`src/hw/rtl/satl_pkg.sv`:
```
package satl_pkg;

  localparam int LFSR_W = 16;

  typedef logic [LFSR_W-1:0] lfsr_t;

  localparam lfsr_t SEED_RESET = 16'd44257;

  // x^16+x^14+x^13+x^11+1, Fibonacci form, shifting right
  function automatic lfsr_t lfsr_next(input lfsr_t s);
    logic fb;
    fb = s[0] ^ s[2] ^ s[3] ^ s[5];
    return {fb, s[LFSR_W-1:1]};
  endfunction

endpackage

```
`src/hw/rtl/satl_lfsr.sv`:
```
module satl_lfsr (
  input  logic          clk,
  input  logic          rst,
  input  logic          load,
  input  satl_pkg::lfsr_t load_val,
  input  logic          step,
  output satl_pkg::lfsr_t state
);

  satl_pkg::lfsr_t state_next;

  always_comb begin
    state_next = state;
    if (load) begin
      state_next = load_val;
    end else if (step) begin
      state_next = satl_pkg::lfsr_next(state);
    end
  end

  always_ff @(posedge clk) begin
    if (rst) begin
      state <= satl_pkg::SEED_RESET;
    end else begin
      state <= state_next;
    end
  end

endmodule
```
`config.mk`:
```
export PLATFORM = sky130hd
export DESIGN_NAME = satl_lfsr
export DESIGN_NICKNAME = d
export VERILOG_FILES = /design/src/hw/rtl/satl_pkg.sv /design/src/hw/rtl/satl_lfsr.sv
export SDC_FILE = /design/constraint.sdc
export NUM_CORES = 1
export LEC_CHECK = 0
export ABC_CLOCK_PERIOD_IN_PS = 2300
export BUFFER_PORTS_ARGS = -buffer_cell sky130_fd_sc_hd__buf_2
export CAP_MARGIN = 20
export CORE_MARGIN = 3
export CORE_UTILIZATION = 45
export DETAILED_ROUTE_END_ITERATION = 6
export PLACE_DENSITY_LB_ADDON = 0.2
export REMOVE_ABC_BUFFERS = 1
export SYNTH_ARGS = -nofsm -noshare
export SYNTH_HDL_FRONTEND = slang
export SYNTH_SLANG_ARGS = --single-unit
```
`constraint.sdc`:
```
create_clock -name clk -period 2.3 [get_ports clk]
set_clock_uncertainty 0.15 [all_clocks]
set_input_delay 0.46 -clock clk [delete_from_list [all_inputs] [get_ports clk]]
set_output_delay 0.46 -clock clk [all_outputs]
set_load 0.05 [all_outputs]
```
==> metrics.cfg, run 1 <==
[run_status]
status=finished, final reports clean

[layout]
final_cells=132
final_cell_mix=buf_2, dfxtp_1, mux2i_1, mux2_4, nor2_1
final_common_cell=buf_2
top_register=state
largest_register_ffs=16
final_util_pct=59.08
diodes=0
reg_top3=state: 16 flops
drive_gt1_share_pct=50.47
fillCellCount=174
area_growth_pct=21.08
final_nets=128

[timing]
holdWs_ns=0.2289
finalSetupTns_ns=0
final-max-slew-violation-count=0
rsz0062_at_grt=no
min_period_ns=1.591
finalHoldViolCount=0
worst_pin_slew_ns=0.4829
relSlewSlack_pct=67.81
max_freq_ghz=0.6287
setup_violations=0
fin_crit_sh_pct=69.16

[pwr]
leakage_nw=0.5176
p_per_area_nw_per_um2=683.7
max-vdd-ir-drop_mv=0.3484

[clock_tree]
numClockSinks=16
ctsHoldBuffers=0
cts_tree=yes
clk_latency_ns=0.29
clockRootBuffer=clkbuf_4
post_cts_buffers=0
numCtsBuffers=3
cts_max_level=1
clk_path_buf_depth=2
cts.clk_slew.worst_paths_ns=0.10
post_cts_resized=0

[floorplan]
core_um2=1764
ios=36
initial_utilization_pct=48.79
die_w_um=49.74
die_h_um=49.74
num_rows=15
dieArea_um2=2474

[grt]
grtUsageTotal_pct=13.92
grt_pass1_wl_um=2663
gr-total-overflow=0
grt_pass1_vias=611
grt_max_degree=19
antenna_found_initial=0

[yosys]
synth-compound-area-share_pct=1.599
ys_seq_area_share_pct=37.21
synth_top_flop_cell=dfxtp_1
yosysUniqueCellTypes=15
synth_edf_count=0
synth_fa_ha_area_share_pct=0
synth-xor-area-share_pct=3.052
synthMuxAreaShare_pct=40.55
synth_top_family_by_area=multiplexers
yosysWarnings=0
ys_ff_latch=16
syn_area_per_cell_um2=11.63
syn-cell-area_um2=860.8
synth_simple_gate_area_share_pct=10.47
syn_inst=74
async_reset_ff_share_pct=0

[placed_design]
port_buffers=35
gp_routability_congestion=0.6617
dp_cells=128
dp_hpwl_um=1157

[drt]
drtIter0Drc=1
routed_via_density=4.750
drt-total-wl_um=1586
post_drt_wl_per_cell_um=12.02
dr.pass1.iters=3
ant_nets=0
num_vias=627
drc_errors=0

[critical_path]
worst-path-buf-inv=1
worstPathMaxFanout=4
cp-end-kind=output port
cpPeakStageDelay_ns=0.40
cp_slowest_cell=dfxtp_1
critPathRequiredTime_ns=1.69
critical_path_class=reg -> out
worstPathArrival_ns=0.98
crit_chain=buf_2
startpoint_type=flop
crit_family=flip-flops

[job]
cap_viol_max_count=0

[hold_path]
min-delay-path-class=in -> reg

==> through the flow <==
step	setup WS, ns	power (W)	area [um2]
5_1_grt	0.6641	0.0007472	1042
4_1_cts	0.6953	0.0007223	1042
3_3_place_gp	0.6294	0.0005276	1006
3_5_place_dp	0.6169	0.0005304	1006
2_1_floorplan	0.9619	0.0004688	799.5
6_report	0.7094	0.0007126	1042
==> area by class of cell <==
class | instances | area (um2) | share of cell area (%)
well taps | 25 | 31.28 | 3.001
clock buffers | 4 | 36.28 | 3.481
flip-flops and latches | 16 | 320.3 | 30.73
repair buffers | 35 | 175.2 | 16.81
multi-input cells | 52 | 479.2 | 45.98
==> per-layer routing <==
layer / wire (um) / global-route usage (%) / part of all wire [%] / up-vias
li1: - / - / - / 320
met1: 719 / 16.57 / 45 / 282
met2: 717 / 22.03 / 45 / 21
met3: 121 / 4.834 / 7.6 / 4
met4: 27 / 6.912 / 1.7 / 0
met5: 0 / 0 / 0 / -
==> Yosys cell counts (2+ instances only) <==
| cell type | number | area share [%] |
|---|---|---|
| buf_6 | 3 | 3.9 |
| clkbuf_1 | 2 | 0.87 |
| dfxtp_1 | 16 | 37 |
| mux2_2 | 7 | 9.2 |
| mux2_4 | 8 | 14 |
| mux2i_1 | 15 | 17 |
| nand2b_1 | 7 | 5.1 |
| nor2_1 | 8 | 3.5 |
| xor2_1 | 2 | 2.0 |
==> logic make-up (layout without fill, tap and decap cells) <==
logic type / count (synthesis) / in the layout
muxes: 30 / 30
and+or+nand+nor: 17 / 17
DFF: 16 / 16
buffers and inverters: 6 / 39
xor gates and xnor gates: 3 / 3
AOI/OAI and AO/OA: 2 / 2
==> worst paths after layout <==
kind | cells past startpoint | endpoint | slack (ns) | start
min | 3 | state[0]$_SDFFE_PP1P_ | 0.23 | load_val[0]
max | 1 | state[5] | 0.71 | state[5]$_SDFFE_PP1P_
max reg2reg | 3 | state[5]$_SDFFE_PP1P_ | 1.24 | state[5]$_SDFFE_PP1P_
min reg2reg | 2 | state[15]$_SDFFE_PP1P_ | 0.44 | state[15]$_SDFFE_PP1P_
==> power breakdown <==
part | internal [W] | switching, W | total [W]
sequential | 0.000299 | 0.0000164 | 0.000315
clock | 0.0000965 | 0.0000947 | 0.000191
combinational | 0.0000822 | 0.000124 | 0.000206
Power figures use the tool's default switching activity.
==> run 2: changes to the inputs <==
--- a/config.mk
+++ b/config.mk
@@ -5,11 +5,11 @@
 export SDC_FILE = /design/constraint.sdc
 export NUM_CORES = 1
 export LEC_CHECK = 0
-export ABC_CLOCK_PERIOD_IN_PS = 2300
+export ABC_CLOCK_PERIOD_IN_PS = 1400
 export BUFFER_PORTS_ARGS = -buffer_cell sky130_fd_sc_hd__buf_2
 export CAP_MARGIN = 20
 export CORE_MARGIN = 3
-export CORE_UTILIZATION = 45
+export CORE_UTILIZATION = 41
 export DETAILED_ROUTE_END_ITERATION = 6
 export PLACE_DENSITY_LB_ADDON = 0.2
 export REMOVE_ABC_BUFFERS = 1
==> constraint.sdc (replaced) <==
create_clock -name clk -period 1.4 [get_ports clk]
set_clock_uncertainty 0.15 [all_clocks]
set_input_delay 0.28 -clock clk [delete_from_list [all_inputs] [get_ports clk]]
set_output_delay 0.28 -clock clk [all_outputs]
set_load 0.05 [all_outputs]
==> metrics.cfg, run 2 (synthesis gave the netlist of run 1 again) <==
[drt]
drt-total-wl_um=1606
drc_errors=0
num_vias=637
post_drt_wl_per_cell_um=11.99
drtIter0Drc=3
dr.pass1.iters=2
ant_nets=0
routed_via_density=4.754

[clock_tree]
clk_latency_ns=0.28
cts_tree=yes
numClockSinks=16
clk_path_buf_depth=2
ctsHoldBuffers=0
numCtsBuffers=3
post_cts_buffers=0
clockRootBuffer=clkbuf_4
cts.clk_slew.worst_paths_ns=0.09
cts_max_level=1
post_cts_resized=2

[timing]
holdWs_ns=0.06101
max_freq_ghz=0.7418
min_period_ns=1.348
fin_ws_ns=0.05187
rsz0062_at_grt=no
finalHoldViolCount=0
worst_pin_slew_ns=0.4360
final-max-slew-violation-count=0
fin_crit_sh_pct=96.29
relSlewSlack_pct=70.94
setup_violations=0

[grt]
gr-total-overflow=0
grtUsageTotal_pct=12.55
antenna_found_initial=0
grt_pass1_vias=609
grt_pass1_wl_um=2553
grt_max_degree=18

[placed_design]
dp_hpwl_um=1219
preCtsSetupSlack_ns=-0.09664
postPlaceCellArea_um2=1028
gp_routability_congestion=0.6967
port_buffers=35

[floorplan]
ios=36
num_rows=15
die_h_um=51.82
die_w_um=51.82
dieArea_um2=2685
initial_utilization_pct=46.33
core_um2=1858

[layout]
diodes=0
reg_top3=state: 16 flops
drive_gt1_share_pct=52.29
final_cell_mix=buf_2, mux2i_1, dfxtp_1, mux2_4, nor2_1
stdcell_area_um2=1067
final_nets=131
top_register=state
fillCellCount=166
largest_register_ffs=16
final_common_cell=buf_2
area_growth_pct=23.98

[critical_path]
crit_family=flip-flops
worstPathArrival_ns=0.92
critPathRequiredTime_ns=0.97
cp_slowest_cell=dfxtp_1
worstPathMaxFanout=3
cp-end-kind=output port
worst-path-buf-inv=1
crit_chain=buf_2
cpPeakStageDelay_ns=0.37
startpoint_type=flop
critical_path_class=reg -> out

[job]
cap_viol_max_count=0

[hold_path]
min-delay-path-class=in -> reg

[pwr]
max-vdd-ir-drop_mv=0.5406
p_per_area_nw_per_um2=1035
leakage_nw=0.5285

[run_status]
status=finished, final reports clean

==> run 2: metrics by stage <==
step,setup TNS [ns],power [W],cells,utilization (%)
6_report,0,0.001105,134,57.44
5_1_grt,0,0.001166,134,57.44
2_1_floorplan,0,0.0007702,68,-
3_5_place_dp,-0.7816,0.0008777,131,55.35
3_3_place_gp,-0.5785,0.0008735,131,55.35
4_1_cts,0,0.001114,134,56.84
==> run 2: path summary, 6_finish.rpt <==
kind	slack, ns	cells after the start	endpoint	startpoint
worst min register to register	0.45	2	state[15]$_SDFFE_PP1P_	state[15]$_SDFFE_PP1P_
worst min-delay path	0.06	3	state[0]$_SDFFE_PP1P_	load_val[0]
worst max register to register	0.34	3	state[15]$_SDFFE_PP1P_	state[0]$_SDFFE_PP1P_
worst max-delay path	0.05	1	state[15]	state[15]$_SDFFE_PP1P_
==> run 2: worst register-to-register path, delay by kind of cell, from the launching register on <==
family	cells	cell delay (ns)
DFF	1	0.39
xor gates and xnor gates	2	0.34
AOI/OAI and AO/OA	1	0.08
==> run 2: where the power goes <==
part | leakage, nW | switching [W] | total, W | internal, W
Combinational | 0.381 | 0.000206 | 0.000353 | 0.000147
Clock | 0.0138 | 0.000132 | 0.000232 | 0.0000998
Sequential | 0.133 | 0.0000286 | 0.000520 | 0.000491
Total | 0.529 | 0.000367 | 0.00110 | 0.000738
==> run 2: metal layers <==
metal	share of wire, %	wire (um)	global-route usage (%)	up-vias
li1	-	-	-	328
met1	45	725	17.25	279
met2	46	742	18.83	28
met3	7.7	124	2.579	2
met4	0.81	13	5.240	0
met5	0	0	0	-
==> run 2: final cells by class <==
cell class / count / area, um2 / area share [%]
multi-input combinational: 52 / 479.2 / 44.90
tap: 25 / 31.28 / 2.931
clock buffer: 3 / 22.52 / 2.110
sequential: 16 / 321.6 / 30.13
timing repair buffer: 38 / 212.7 / 19.93
==> run 3: changes to the inputs <==
--- a/config.mk
+++ b/config.mk
@@ -5,11 +5,11 @@
 export SDC_FILE = /design/constraint.sdc
 export NUM_CORES = 1
 export LEC_CHECK = 0
-export ABC_CLOCK_PERIOD_IN_PS = 1400
+export ABC_CLOCK_PERIOD_IN_PS = 1500
 export BUFFER_PORTS_ARGS = -buffer_cell sky130_fd_sc_hd__buf_2
 export CAP_MARGIN = 20
 export CORE_MARGIN = 3
-export CORE_UTILIZATION = 41
+export CORE_UTILIZATION = 45
 export DETAILED_ROUTE_END_ITERATION = 6
 export PLACE_DENSITY_LB_ADDON = 0.2
 export REMOVE_ABC_BUFFERS = 1
==> constraint.sdc (replaced) <==
create_clock -name clk -period 1.5 [get_ports clk]
set_clock_uncertainty 0.15 [all_clocks]
set_input_delay 0.3 -clock clk [delete_from_list [all_inputs] [get_ports clk]]
set_output_delay 0.3 -clock clk [all_outputs]
set_load 0.05 [all_outputs]
==> metrics.cfg, run 3 (synthesis gave the netlist of run 1 again) <==
[timing]
rsz0062_at_grt=no
worst_pin_slew_ns=0.4274
relSlewSlack_pct=71.51
max_freq_ghz=0.7077
fin_crit_sh_pct=94.21
finalHoldViolCount=0
final-max-slew-violation-count=0
setup_violations=0
min_period_ns=1.413
fin_ws_ns=0.08688

[hold_path]
min-delay-path-class=in -> reg

[drt]
drc_errors=0
num_vias=641
dr.pass1.iters=2
routed_via_density=4.784
drt-total-wl_um=1593
post_drt_wl_per_cell_um=11.89
ant_nets=0
drtIter0Drc=5

[critical_path]
critical_path_class=reg -> out
critPathRequiredTime_ns=1.05
cp-end-kind=output port
worst-path-buf-inv=1
cpPeakStageDelay_ns=0.40
worstPathArrival_ns=0.96
startpoint_type=flop
crit_chain=buf_2
cp_slowest_cell=dfxtp_1
crit_family=flip-flops
worstPathMaxFanout=4
ff2ff_setup_slack_ns=0.41

[floorplan]
core_um2=1764
dieArea_um2=2474
ios=36
initial_utilization_pct=48.79
die_w_um=49.74
num_rows=15
die_h_um=49.74

[layout]
multi_input_area_um2=479.2
top_register=state
final_cells=134
final_cell_mix=buf_2, dfxtp_1, mux2i_1, mux2_4, nor2_1
register_area_um2=320.3
final_nets=131
drive_gt1_share_pct=51.38
area_growth_pct=22.09
final_common_cell=buf_2
fillCellCount=181
reg_top3=state: 16 flops
largest_register_ffs=16
diodes=0

[grt]
antenna_found_initial=0
gr-total-overflow=0
grt_max_degree=18
grt_pass1_wl_um=2794
grtUsageTotal_pct=14.43
grt_pass1_vias=587

[clock_tree]
post_cts_resized=0
numClockSinks=16
post_cts_buffers=0
numCtsBuffers=3
cts_max_level=1
clk_path_buf_depth=2
clk_latency_ns=0.28
cts_tree=yes
cts.clk_slew.worst_paths_ns=0.08
ctsHoldBuffers=0
clockRootBuffer=clkbuf_4

[pwr]
p_per_area_nw_per_um2=973.4
leakage_nw=0.5249
max-vdd-ir-drop_mv=0.7855
fin_total_pwr_w=0.001023

[job]
cap_viol_max_count=0

[placed_design]
preCtsSetupSlack_ns=-0.005478
port_buffers=35
dp_hpwl_um=1197
gp_routability_congestion=0.6692
dp_cells=131

[run_status]
status=finished, final reports clean

[run 3: changes by cell type in the layout (fill, tap and decap cells not counted), sizes merged]
cell / change
clkbuf: -2
buf: +2
[run 3: per-layer routing]
metal	GRT usage [%]	vias up	routed length, um
met5	0	-	0
met4	1.382	0	0
met3	6.344	0	121
met2	21.81	24	715
met1	19.59	292	756
li1	-	325	-
[run 3: report_power, final]
| group | internal [W] | total [W] | switching (W) |
|---|---|---|---|
| clock | 0.0000931 | 0.000216 | 0.000123 |
| sequential | 0.000458 | 0.000484 | 0.0000256 |
| combinational | 0.000131 | 0.000324 | 0.000193 |
[run 3: worst paths after layout]
kind,startpoint,endpoint,depth (start not counted)
max reg2reg,state[2]$_SDFFE_PP0P_,state[15]$_SDFFE_PP1P_,3
min reg2reg,state[15]$_SDFFE_PP1P_,state[15]$_SDFFE_PP1P_,2
max,state[2]$_SDFFE_PP0P_,state[2],1
min,load_val[11],state[11]$_SDFFE_PP1P_,3
[run 3: area by class of cell]
class | count | area share [%]
tap | 25 | 2.976
clock buffer | 3 | 2.143
multi-input combinational | 52 | 45.60
sequential | 16 | 30.48
timing repair buffer | 38 | 18.81
[run 3: through the flow]
step	setup TNS [ns]	util, %	hold WS [ns]	area, um2
after global routing	0	59.57	0.08332	1051
after detailed placement	-0.02220	58.30	0.3758	1028
after floorplan	0	-	0.2224	799.5
after CTS	0	59.57	0.07675	1051
final	0	59.57	0.08321	1051
after global placement	0	58.30	0.3676	1028
